### config.mk
export PLATFORM = sky130hd
export DESIGN_NAME = stalled_task_detector_table
export DESIGN_NICKNAME = d
export VERILOG_FILES = /design/src/rtl/core/stdt_pkg.sv /design/src/rtl/core/stdt_ram.sv /design/src/rtl/core/stdt_cmp.sv /design/src/rtl/core/stalled_task_detector_table.sv
export SDC_FILE = /design/constraint.sdc
export NUM_CORES = 2
export LEC_CHECK = 0
export BUFFER_PORTS_ARGS = -buffer_cell sky130_fd_sc_hd__buf_2
export CAP_MARGIN = 20
export CORE_UTILIZATION = 30
export DETAILED_ROUTE_END_ITERATION = 7
export HOLD_SLACK_MARGIN = 0.12
export PLACE_DENSITY = 0.53
export SETUP_SLACK_MARGIN = 0.5
export SLEW_MARGIN = 20
export SYNTH_ARGS = -nofsm -noshare
export SYNTH_HDL_FRONTEND = slang
export SYNTH_MEMORY_MAX_BITS = 65536
export SYNTH_SLANG_ARGS = --single-unit
export TNS_END_PERCENT = 30
### constraint.sdc
create_clock -name clk -period 10.7 [get_ports clk]
set_clock_uncertainty 0.05 [all_clocks]
set_input_delay 2.14 -clock clk [delete_from_list [all_inputs] [get_ports clk]]
set_output_delay 2.14 -clock clk [all_outputs]
set_load 0.01 [all_outputs]
### src/rtl/core/stdt_pkg.sv
// ----------------------------------------------------------------------------
// stdt_pkg
// Shared types, codes and helpers for the stalled task detector table.
// ----------------------------------------------------------------------------
package stdt_pkg;

	localparam int NAME_BYTES = 16;
	localparam int NAME_W     = 8 * NAME_BYTES;
	localparam int CNT_W      = 32;
	localparam int BUDGET_W   = 16;
	localparam int STATUS_W   = 3;
	localparam int CFG_IDX_W  = 8;

	localparam logic [BUDGET_W-1:0] DEFAULT_WARNINGS = 16'd10;

	// configuration register indexes
	localparam logic [CFG_IDX_W-1:0] CFG_WARNING_LIMIT = 8'd0;
	localparam logic [CFG_IDX_W-1:0] CFG_PANIC_ENABLE  = 8'd1;

	typedef enum logic [1:0] {
		CMD_CLEAR = 2'd0,
		CMD_WRITE = 2'd1,
		CMD_CHECK = 2'd2
	} cmd_t;

	typedef enum logic [STATUS_W-1:0] {
		STAT_DONE        = 3'd0,
		STAT_EXCLUDED    = 3'd1,
		STAT_SKIPPED     = 3'd2,
		STAT_PROGRESS    = 3'd3,
		STAT_HUNG        = 3'd4,
		STAT_HUNG_SILENT = 3'd5,
		STAT_FULL        = 3'd6
	} stat_t;

	typedef enum logic [2:0] {
		S_IDLE,
		S_EXCL,
		S_TRK,
		S_FINISH
	} state_t;

	// byte k is kept when bytes 0..k are all nonzero (name ends at first zero)
	function automatic logic [NAME_BYTES-1:0] name_keep(input logic [NAME_W-1:0] name);
		logic [NAME_BYTES-1:0] keep;
		logic                  run;
		run = 1'b1;
		for (int k = 0; k < NAME_BYTES; k++) begin
			run     = run & (name[8*k +: 8] != 8'h00);
			keep[k] = run;
		end
		return keep;
	endfunction

	// widen a byte keep vector into a bit mask
	function automatic logic [NAME_W-1:0] byte_mask(input logic [NAME_BYTES-1:0] keep);
		logic [NAME_W-1:0] m;
		for (int k = 0; k < NAME_BYTES; k++) begin
			m[8*k +: 8] = {8{keep[k]}};
		end
		return m;
	endfunction

endpackage

### src/rtl/core/stdt_ram.sv
// ----------------------------------------------------------------------------
// stdt_ram
// Generic single write port, single read port RAM with registered read.
// ----------------------------------------------------------------------------
module stdt_ram #(
	parameter int WIDTH = 128,
	parameter int DEPTH = 16
) (
	input  logic                     clk,
	input  logic                     we,
	input  logic [$clog2(DEPTH)-1:0] waddr,
	input  logic [WIDTH-1:0]         wdata,
	input  logic [$clog2(DEPTH)-1:0] raddr,
	output logic [WIDTH-1:0]         rdata
);

	logic [WIDTH-1:0] mem_q [DEPTH];

	always_ff @(posedge clk) begin
		if (we) begin
			mem_q[waddr] <= wdata;
		end
		rdata <= mem_q[raddr];
	end

endmodule

### src/rtl/core/stdt_cmp.sv
// ----------------------------------------------------------------------------
// stdt_cmp
// Shared compare unit: byte-masked name match and switch count match.
// ----------------------------------------------------------------------------
module stdt_cmp
	import stdt_pkg::*;
(
	input  logic [NAME_W-1:0]     stored_name,
	input  logic [NAME_W-1:0]     key_name,
	input  logic [NAME_BYTES-1:0] byte_en,
	input  logic [CNT_W-1:0]      stored_count,
	input  logic [CNT_W-1:0]      key_count,
	output logic                  name_eq,
	output logic                  count_eq
);

	// only enabled bytes take part in the name match
	assign name_eq  = ((stored_name ^ key_name) & byte_mask(byte_en)) == '0;
	assign count_eq = stored_count == key_count;

endmodule

### src/rtl/core/stalled_task_detector_table.sv
// Commands 0, 1 and 3 go from idle to the finish state, which loads the result into
// the output register once it is free. A check walks the exclusion list and, if
// needed, the tracked table, one entry per cycle through the shared compare unit.
// Throughput: one item at a time; the input is not ready until the result is queued.
// Reset (arst_n low, asynchronous): both lists empty, budget 10, panic enabled.
// RAM contents are not cleared; per-entry valid bits mark what is in use.
// ----------------------------------------------------------------------------
// stalled_task_detector_table
// Tracks task names and switch counts, flags tasks whose count stops moving.
// ----------------------------------------------------------------------------
module stalled_task_detector_table
	import stdt_pkg::*;
#(
	parameter int TABLE_ENTRIES = 16
) (
	input  logic                 clk,
	input  logic                 arst_n,
	// input items
	input  logic                 s_axis_tvalid,
	output logic                 s_axis_tready,
	// slot[3:0], name_lo[67:4], name_hi[131:68], frozen[132],
	// switches[164:133], zero pad[167:165]
	input  logic [167:0]         s_axis_tdata,
	// cmd[1:0]
	input  logic [1:0]           s_axis_tuser,
	// result items
	output logic                 m_axis_tvalid,
	input  logic                 m_axis_tready,
	// status[2:0], panic[3], warnings_remaining[19:4], zero pad[23:20]
	output logic [23:0]          m_axis_tdata,
	// configuration writes
	input  logic                 cfg_valid,
	output logic                 cfg_ready,
	input  logic [CFG_IDX_W-1:0] cfg_index,
	input  logic [BUDGET_W-1:0]  cfg_data
);

	localparam int IDX_W     = (TABLE_ENTRIES > 1) ? $clog2(TABLE_ENTRIES) : 1;
	localparam int CNT_IDX_W = $clog2(TABLE_ENTRIES + 1);
	localparam logic [CNT_IDX_W-1:0] SCAN_END = CNT_IDX_W'(TABLE_ENTRIES);
	localparam logic [IDX_W-1:0]     LAST_IDX = IDX_W'(TABLE_ENTRIES - 1);
	localparam int TRK_W = CNT_W + NAME_W;

	// input unpack
	logic                  in_acc;
	logic [3:0]            in_slot;
	logic [NAME_W-1:0]     in_name;
	logic                  in_frozen;
	logic [CNT_W-1:0]      in_count;
	cmd_t                  in_cmd;
	logic [NAME_BYTES-1:0] in_keep;
	logic [NAME_W-1:0]     in_trim;
	logic                  slot_ok;

	assign in_slot   = s_axis_tdata[3:0];
	assign in_name   = s_axis_tdata[131:4];
	assign in_frozen = s_axis_tdata[132];
	assign in_count  = s_axis_tdata[164:133];
	assign in_cmd    = cmd_t'(s_axis_tuser);
	assign in_acc    = s_axis_tvalid && s_axis_tready;
	assign in_keep   = name_keep(in_name);
	assign in_trim   = in_name & byte_mask(in_keep);
	assign slot_ok   = 32'(in_slot) < TABLE_ENTRIES;

	// control state
	state_t                 state_q, state_d;
	logic [CNT_IDX_W-1:0]   cnt_q;
	logic [IDX_W-1:0]       idx_s1;
	logic                   live_s1;
	logic                   empty_found_q;
	logic [IDX_W-1:0]       empty_idx_q;
	logic [TABLE_ENTRIES-1:0] excl_vld_q;
	logic [TABLE_ENTRIES-1:0] trk_vld_q;
	logic [BUDGET_W-1:0]    budget_q;
	logic                   panic_en_q;
	logic                   m_valid_q;

	// item payload
	logic [NAME_W-1:0]     name_q;
	logic [NAME_BYTES-1:0] keep_q;
	logic [CNT_W-1:0]      count_q;
	logic                  frozen_q;
	stat_t                 status_q;
	logic                  panic_q;
	logic [23:0]           m_data_q;

	// sequencer decisions
	logic                  scan_rst;
	logic                  res_load;
	stat_t                 res_status;
	logic                  res_panic;
	logic                  budget_dec;
	logic                  trk_we;
	logic [IDX_W-1:0]      trk_waddr;
	logic                  excl_we;
	logic                  excl_clr;
	logic                  empty_set;
	logic                  out_load;

	// memories and compare unit
	logic [NAME_W-1:0]     excl_rdata;
	logic [TRK_W-1:0]      trk_rdata;
	logic [NAME_W-1:0]     cmp_stored;
	logic [NAME_BYTES-1:0] cmp_en;
	logic                  name_eq;
	logic                  cnt_eq;

	assign s_axis_tready = (state_q == S_IDLE);
	assign cfg_ready     = 1'b1;
	assign m_axis_tvalid = m_valid_q;
	assign m_axis_tdata  = m_data_q;
	assign out_load      = (state_q == S_FINISH) && (!m_valid_q || m_axis_tready);

	stdt_ram #(
		.WIDTH (NAME_W),
		.DEPTH (TABLE_ENTRIES)
	) u_excl_ram (
		.clk   (clk),
		.we    (excl_we),
		.waddr (IDX_W'(in_slot)),
		.wdata (in_trim),
		.raddr (cnt_q[IDX_W-1:0]),
		.rdata (excl_rdata)
	);

	stdt_ram #(
		.WIDTH (TRK_W),
		.DEPTH (TABLE_ENTRIES)
	) u_trk_ram (
		.clk   (clk),
		.we    (trk_we),
		.waddr (trk_waddr),
		.wdata ({count_q, name_q}),
		.raddr (cnt_q[IDX_W-1:0]),
		.rdata (trk_rdata)
	);

	// exclusion scan matches on the name prefix, table scan on the whole name
	assign cmp_stored = (state_q == S_EXCL) ? excl_rdata : trk_rdata[NAME_W-1:0];
	assign cmp_en     = (state_q == S_EXCL) ? keep_q : '1;

	stdt_cmp u_cmp (
		.stored_name  (cmp_stored),
		.key_name     (name_q),
		.byte_en      (cmp_en),
		.stored_count (trk_rdata[TRK_W-1:NAME_W]),
		.key_count    (count_q),
		.name_eq      (name_eq),
		.count_eq     (cnt_eq)
	);

	// state register
	always_ff @(posedge clk or negedge arst_n) begin
		if (!arst_n) begin
			state_q <= S_IDLE;
		end else begin
			state_q <= state_d;
		end
	end

	// next state and decisions
	always_comb begin
		state_d    = state_q;
		scan_rst   = 1'b0;
		res_load   = 1'b0;
		res_status = STAT_DONE;
		res_panic  = 1'b0;
		budget_dec = 1'b0;
		trk_we     = 1'b0;
		trk_waddr  = idx_s1;
		excl_we    = 1'b0;
		excl_clr   = 1'b0;
		empty_set  = 1'b0;
		case (state_q)
			S_IDLE: begin
				if (in_acc) begin
					scan_rst = 1'b1;
					case (in_cmd)
						CMD_CLEAR: begin
							excl_clr = 1'b1;
							res_load = 1'b1;
							state_d  = S_FINISH;
						end
						CMD_WRITE: begin
							excl_we  = slot_ok;
							res_load = 1'b1;
							state_d  = S_FINISH;
						end
						CMD_CHECK: begin
							state_d = S_EXCL;
						end
						default: begin
							res_load = 1'b1;
							state_d  = S_FINISH;
						end
					endcase
				end
			end
			S_EXCL: begin
				if (live_s1) begin
					if (excl_vld_q[idx_s1] && name_eq) begin
						res_load   = 1'b1;
						res_status = STAT_EXCLUDED;
						state_d    = S_FINISH;
					end else if (!excl_vld_q[idx_s1] || idx_s1 == LAST_IDX) begin
						// list exhausted without a match
						if (frozen_q || count_q == '0) begin
							res_load   = 1'b1;
							res_status = STAT_SKIPPED;
							state_d    = S_FINISH;
						end else begin
							scan_rst = 1'b1;
							state_d  = S_TRK;
						end
					end
				end
			end
			S_TRK: begin
				if (live_s1) begin
					if (trk_vld_q[idx_s1] && name_eq) begin
						res_load = 1'b1;
						state_d  = S_FINISH;
						if (!cnt_eq) begin
							trk_we     = 1'b1;
							res_status = STAT_PROGRESS;
						end else if (budget_q == '0) begin
							res_status = STAT_HUNG_SILENT;
						end else begin
							budget_dec = 1'b1;
							res_status = STAT_HUNG;
							res_panic  = panic_en_q;
						end
					end else if (idx_s1 == LAST_IDX) begin
						// new name: first empty slot, or the table is full
						res_load = 1'b1;
						state_d  = S_FINISH;
						if (empty_found_q) begin
							trk_we     = 1'b1;
							trk_waddr  = empty_idx_q;
							res_status = STAT_PROGRESS;
						end else if (!trk_vld_q[idx_s1]) begin
							trk_we     = 1'b1;
							res_status = STAT_PROGRESS;
						end else begin
							res_status = STAT_FULL;
						end
					end else if (!trk_vld_q[idx_s1] && !empty_found_q) begin
						empty_set = 1'b1;
					end
				end
			end
			S_FINISH: begin
				if (!m_valid_q || m_axis_tready) begin
					state_d = S_IDLE;
				end
			end
			default: begin
				state_d = S_IDLE;
			end
		endcase
	end

	// scan counter, read stage and control registers
	always_ff @(posedge clk or negedge arst_n) begin
		if (!arst_n) begin
			cnt_q         <= '0;
			idx_s1        <= '0;
			live_s1       <= 1'b0;
			empty_found_q <= 1'b0;
			empty_idx_q   <= '0;
			excl_vld_q    <= '0;
			trk_vld_q     <= '0;
			budget_q      <= DEFAULT_WARNINGS;
			panic_en_q    <= 1'b1;
			m_valid_q     <= 1'b0;
		end else begin
			if (scan_rst) begin
				cnt_q         <= '0;
				live_s1       <= 1'b0;
				empty_found_q <= 1'b0;
			end else if (state_q == S_EXCL || state_q == S_TRK) begin
				cnt_q   <= (cnt_q == SCAN_END) ? cnt_q : cnt_q + 1'b1;
				live_s1 <= (cnt_q != SCAN_END);
				idx_s1  <= cnt_q[IDX_W-1:0];
				if (empty_set) begin
					empty_found_q <= 1'b1;
					empty_idx_q   <= idx_s1;
				end
			end

			// valid bit follows "stored name is nonzero"
			if (excl_clr) begin
				excl_vld_q <= '0;
			end else if (excl_we) begin
				excl_vld_q[IDX_W'(in_slot)] <= in_keep[0];
			end
			if (trk_we) begin
				trk_vld_q[trk_waddr] <= keep_q[0];
			end

			// budget: a limit write reloads it
			if (cfg_valid && cfg_ready && cfg_index == CFG_WARNING_LIMIT) begin
				budget_q <= cfg_data;
			end else if (budget_dec) begin
				budget_q <= budget_q - 1'b1;
			end
			if (cfg_valid && cfg_ready && cfg_index == CFG_PANIC_ENABLE) begin
				panic_en_q <= cfg_data[0];
			end

			// output register
			if (out_load) begin
				m_valid_q <= 1'b1;
			end else if (m_axis_tready) begin
				m_valid_q <= 1'b0;
			end
		end
	end

	// item payload and result registers
	always_ff @(posedge clk) begin
		if (in_acc) begin
			name_q   <= in_trim;
			keep_q   <= in_keep;
			count_q  <= in_count;
			frozen_q <= in_frozen;
		end
		if (res_load) begin
			status_q <= res_status;
			panic_q  <= res_panic;
		end
		if (out_load) begin
			m_data_q <= {4'b0000, budget_q, panic_q, status_q};
		end
	end

endmodule

# Word level (Yosys, flattened, before mapping)
# Memories as Yosys holds them, arrays and structs flattened. A register that Yosys moved wholly into a read port is not among the register bits.
# Index checks and enable logic that the tools add are counted.
# word_totals
romBits,0
mem_count,2
ram_bits,4608
latchBits,0
wordCells,214
register_bits,269
# mem_list
name,depth,width,rd,rd_ports_with_merged_regs,wr,line_no,text
u_trk_ram.mem_q,16,160,1,1,1,stdt_ram.sv:17,logic [WIDTH-1:0] mem_q [DEPTH];
u_excl_ram.mem_q,16,128,1,1,1,stdt_ram.sv:17,
# classes
n_shift,0
mul,0
n_eq_ne,17
bitwise,23
magnitude_cmp,5
addsub,2
muxes,97
div_mod_pow,0
reduce_logical,50
# ops
cell,count
$and 128x128->128,2
$logic_not 128->1,1
$mux 128,1
$reduce_bool 8->1,16
$xor 128x128->128,1
$mux 16,5
$mux 1,54
$mux 3,14
$bwmux 16,2
$eq 32x32->1,1
$logic_not 32->1,1
$mux 4,5
$logic_not 16->1,1
$sub 16x1->16 const B,1
$and 1x1->1,15
$lt 4x5->1 const B,3
$mux 5,3
$pmux 3 s4,1
$mux 2,5
$reduce_bool 2->1,5
$logic_and 1x1->1,9
$bmux 1 s4,2
$demux 1 s4,2
$eq 8x1->1 const B,1
other kinds (25),43

# Longest topological paths before layout
# logic_depth
word_depth,17
mapped_depth,16
mapped_depth_nobuf,12

# Hierarchy
# From an unflattened synthesis, not the netlist that was laid out.
# hier_totals
cells_unflattened,8822
area_unflattened_um2,193605.7
# modules_own_cells
mod,cells_per_inst,area_each_um2,seq_area_each_um2,instances
stdt_ram at u_trk_ram,4191,99300.2,80076.8,1
stdt_ram at u_excl_ram,3365,79331.1,64061.4,1
stalled_task_detector_table,1042,13188.9,7716.2,1
stdt_cmp,224,1785.5,0.0,1

# Worst setup path before layout
# Ideal clock, no wire load.
# synth_path
path_type,input port to flip-flop
start,input s_axis_tvalid
end,register excl_vld_q[0]
required_ns,10.518
n_path_buf,1
arrival_time_ns,12.340
path_stages,8
path_slack_ns,-1.822
path_cell_list,nand2_1 -> nor2_1 -> nand2_1 -> or3_1 -> clkbuf_1 -> nor3_1 -> mux2i_1 -> nor2_1
# synth_via
elab_chain_len,4
word_cells_on_any_way,7
classes_between,mux: 5; reduce/logical: 2
# synth_rtl
element,line_no,text
start: declaration,stalled_task_detector_table.sv:19,"input logic s_axis_tvalid,"
$logic_and 1x1->1 *,stalled_task_detector_table.sv:60,assign in_acc = s_axis_tvalid && s_axis_tready;
$mux 1,stalled_task_detector_table.sv:176,if (in_acc) begin
$mux 1,stalled_task_detector_table.sv:174,case (state_q)
$mux 16 / $reduce_bool 2->1 (equally long branches),n/a,
end signal: indexed assignment,stalled_task_detector_table.sv:295,excl_vld_q[IDX_W'(in_slot)] <= in_keep[0];
end: declaration,stalled_task_detector_table.sv:72,logic [TABLE_ENTRIES-1:0] excl_vld_q;
# Every way passes the cells marked *; elsewhere a longest branch is shown, timed or not.
# A chain may end at the register's enable or synchronous reset.

# Worst setup path in the final report
# layout_path
start,register state_q[1]
end,"memory u_trk_ram.mem_q[13][25] (netlist name), enable pin"
# layout_via
elab_chain_len,11
word_cells_on_any_way,16
classes_between,eq/ne: 2; mux: 10; bitwise: 2; reduce/logical: 2
# layout_rtl
element,line_no,text
start: declaration,stalled_task_detector_table.sv:66,"state_t state_q, state_d;"
start signal: assignment,stalled_task_detector_table.sv:157,state_q <= state_d;
$eq 3x1->1,"stalled_task_detector_table.sv:139, stalled_task_detector_table.sv:140",
$mux 128,stalled_task_detector_table.sv:139,assign cmp_stored = (state_q == S_EXCL) ? excl_rdata : trk_rdata[NAME_W-1:0];
$xor 128x128->128,stdt_cmp.sv:18,assign name_eq = ((stored_name ^ key_name) & byte_mask(byte_en)) == '0;
$and 128x128->128,stdt_cmp.sv:18,
$logic_not 128->1,stdt_cmp.sv:18,
$logic_and 1x1->1,stalled_task_detector_table.sv:220,if (trk_vld_q[idx_s1] && name_eq) begin
$mux 1,stalled_task_detector_table.sv:220,
$mux 1,stalled_task_detector_table.sv:219,if (live_s1) begin
$mux 1,stalled_task_detector_table.sv:174,
$mux 1,stdt_ram.sv:20,if (we) begin
$mux 1 (not written as such),stdt_ram.sv:21,mem_q[waddr] <= wdata;
end: declaration,stdt_ram.sv:17,
# Parallel ways exist; a longest one is shown, timed or not.

==> impl_metrics.toml <==
[pwr]
finalPower_mw = 54.4
p_int_mw = 38.7
p_clk_share_pct = 33.5
seq_power_share_pct = 44.8
p_comb_share_pct = 21.7
p_sw_mw = 15.6
p_per_area_nw_per_um2 = 241
p_sw_share_pct = 28.8
peakVddDrop_mv = 0.212
p_leak_nw = 71.7

[floorplanning]
dieHeight_um = 810
rows = 296
io_pins = 226
core_area_sq_um = 650000
die_area_sq_um = 655000
fp.dieW_um = 810
start_util_pct = 30.1

[final_layout]
fillerInstances = 60700
multi_input_area_sq_um = 42000
final_util_pct = 34.7
drive_above_1_share_pct = 19.7
finalNetCount = 10700
final-seq-area_sq_um = 152000
syn_to_final_growth_pct = 15.1
stdcell_count = 19600
finalInstanceArea_sq_um = 225000

[global_route]
grt_overflow_total = 0
grtUsageTotal_pct = 15.8
busiest_layer = "met2"
grt_max_degree = 127
antenna_found_initial = 26
grt_pass1_vias = 99800
use_met2_pct = 27.7
gr-usage-met1_pct = 20.8
grt_pass1_wl_mm = 758
use_met3_pct = 1.65

[clock_network]
post_cts_buffers = 0
cts_resized = 0
numCtsBuffers = 531
cts_hold_buf = 0
clockRootBuffer = "clkbuf_16"
cts_tree = "built"
clk_pin_slew_ns = 0.07
clock_sinks = 5164
insertion_delay_ns = 1.08
cts.path.max_buffers = 4
cts_max_level = 6

[synthesis]
yosys-top-cells-area = "edfxtp_1 (74%), mux4_2 (6.7%), mux2i_1 (5.1%)"
async_flop_share_pct = 1.30
yosysMostFrequentCell = "edfxtp_1"
synthTopCellsByCount = "edfxtp_1 (4809), mux2i_1 (1003), mux4_2 (585), o21ai_0 (585), clkbuf_1 (409)"
synth_cell_types = 72
ys.flop_type = "edfxtp_1"
synth_cells = 10100
ys.warnings.count = 0
synth-seq-cells = 5164
synth_edf_count = 4809
netlist_area_sq_um = 196000
avgSynthCellArea_sq_um = 19.4
yosysSeqAreaShare_pct = 77.6
synth_area_leader_cell = "edfxtp_1"
yosysTopAreaCellShare_pct = 73.8

[route]
first_iter_violations = 8328
vias = 97800
wl_mm = 535
drc = 0
drtAntennaViolNets = 0
viasPerCell = 4.99
drtPass1Iterations = 6
route.detailed.wl_per_inst_um = 27.3

[placed_design]
dp.cells = 18600
port_buffers = 217
pre_cts_slack_ns = 2.90
hpwl_mm = 280
place.gp.congestion = 0.749
placed_area_sq_um = 208000

[critical_path]
critPathBufInv = 4
start_kind = "flop"
worstPathMaxFanout = 71
critPathKind = "flop to flop"
max_stage_delay_ns = 0.93
cp_top_family = "simple AND/OR/NAND/NOR gates"
crit_chain = "inv_1, ha_4, buf_4, mux2i_1, xnor2_1, nor4_2, nand4_1, nor4_2, o2111ai_4, nor3_4, mux2i_1, nand4_1, inv_8, buf_4"
cp_slowest_cell = "nor4_2"
cp-end-kind = "flop"
required_ns = 11.29
critical_path_arrival_ns = 8.33

[sta]
fin_ws_ns = 2.96
setup_tns_ns = 0
finalSetupViolations = 0
drv_slew = 0
holdWs_ns = 0.385
maxSlewHeadroom_pct = 20.6
finalHoldViolCount = 0
worst_slew_pin_slew_ns = 1.19
period_share_pct = 72.3
fmax_ghz = 0.129
rsz0062_at_grt = "no"
period_needed_ns = 7.74

[worst_hold_path]
hp-class = "flop to flop"

[outcome]
run_status = "complete, no violations"

[job]
drv_cap = 0
## path summary, 6_finish.rpt
| path | start | to | slack (ns) | cells past startpoint |
|---|---|---|---|---|
| min | status_q[2] | m_axis_tdata[2] | 0.39 | 0 |
| max in group asynchronous | arst_n | cnt_q[0] | 8.44 | 2 |
| min in group asynchronous | arst_n | budget_q[9] | 0.99 | 1 |
| max reg2reg | state_q[1] | u_trk_ram.mem_q[13][25] | 2.96 | 14 |
| min reg2reg | status_q[2] | m_axis_tdata[2] | 0.39 | 0 |
| max | state_q[1] | u_trk_ram.mem_q[13][25] | 2.96 | 14 |
## cell type report
cell class	instances	area share, %
multi-input cells	4349	18.7
clock inverters	205	0.875
diodes	30	0.0333
clock buffers	760	6.68
well taps	8642	4.80
inverters	14	0.0300
repair buffers	437	1.52
flip-flops and latches	5164	67.4
## per-layer routing
layer | up-vias | share of wire [%]
met5 | - | 0
met4 | 0 | 2.9
met3 | 666 | 4.1
met2 | 2501 | 50
met1 | 52700 | 42
li1 | 42000 | -
## worst reg2reg max path, stage by stage (launching register included)
cell       delay (ns)
dfrtp_1          0.42
inv_1            0.14
ha_4             0.65
buf_4            0.63
mux2i_1          0.32
xnor2_1          0.19
nor4_2           0.93
nand4_1          0.51
nor4_2           0.52
o2111ai_4        0.28
nor3_4           0.50
mux2i_1          0.39
nand4_1          0.32
inv_8            0.65
buf_4            0.82
## sequential cells by signal (all words and copies together), names as in the netlist, 2 cells and up
| signal | flops |
|---|---|
| idx_s1 | 4 |
| keep_q | 16 |
| count_q | 32 |
| name_q | 128 |
| u_trk_ram.rdata | 160 |
| m_axis_tdata | 20 |
| u_trk_ram.mem_q | 2560 |
| empty_idx_q | 4 |
| status_q | 3 |
| trk_vld_q | 16 |
| state_q | 2 |
| u_excl_ram.mem_q | 2048 |
| cnt_q | 5 |
| excl_vld_q | 16 |
| budget_q | 16 |
| u_excl_ram.rdata | 128 |
## placed cells by master (no fill, tap or decap), types with 16 or more instances in the layout
master,n
diode_2,30
a221oi_1,288
clkinv_1,55
nor3_1,33
xor2_1,111
o21ai_0,585
nor2_1,39
inv_6,18
clkbuf_8,58
clkinv_8,16
buf_2,217
dfxtp_1,288
bufinv_16,26
clkbuf_1,156
and3_1,34
clkinv_2,70
mux2_2,297
buf_12,55
mux2i_1,1003
nand4_1,33
nor4_1,51
mux4_2,585
o21ai_1,16
and2_1,99
a21oi_1,296
clkbuf_16,546
mux2_1,16
nand2_1,338
a22oi_1,290
dfrtp_1,60
edfxtp_1,4809
buf_4,165
xnor2_1,68
## cells by family after synthesis
family	after synthesis	share of synthesized area (%)
AO/OA/AOI/OAI	1520	4.90
XOR/XNOR	179	0.801
adder cells (fa/ha/maj)	8	0.0512
buffers and inverters	556	1.11
flip-flops	5164	77.6
multiplexers	1903	13.7
other	2	0.00384
AND/OR/NAND/NOR	734	1.86
## power groups by stage
stage | clock (mW) | combinational [mW] | sequential [mW]
detailed placement | 0 | 12.0 | 24.8
global route | 19.3 | 12.8 | 24.5
CTS | 18.6 | 12.0 | 24.4
global placement | 0 | 11.9 | 24.8
finish | 18.2 | 11.8 | 24.4
floorplan | 0 | 8.59 | 24.2
No activity file was read; power rests on OpenSTA's default activity.
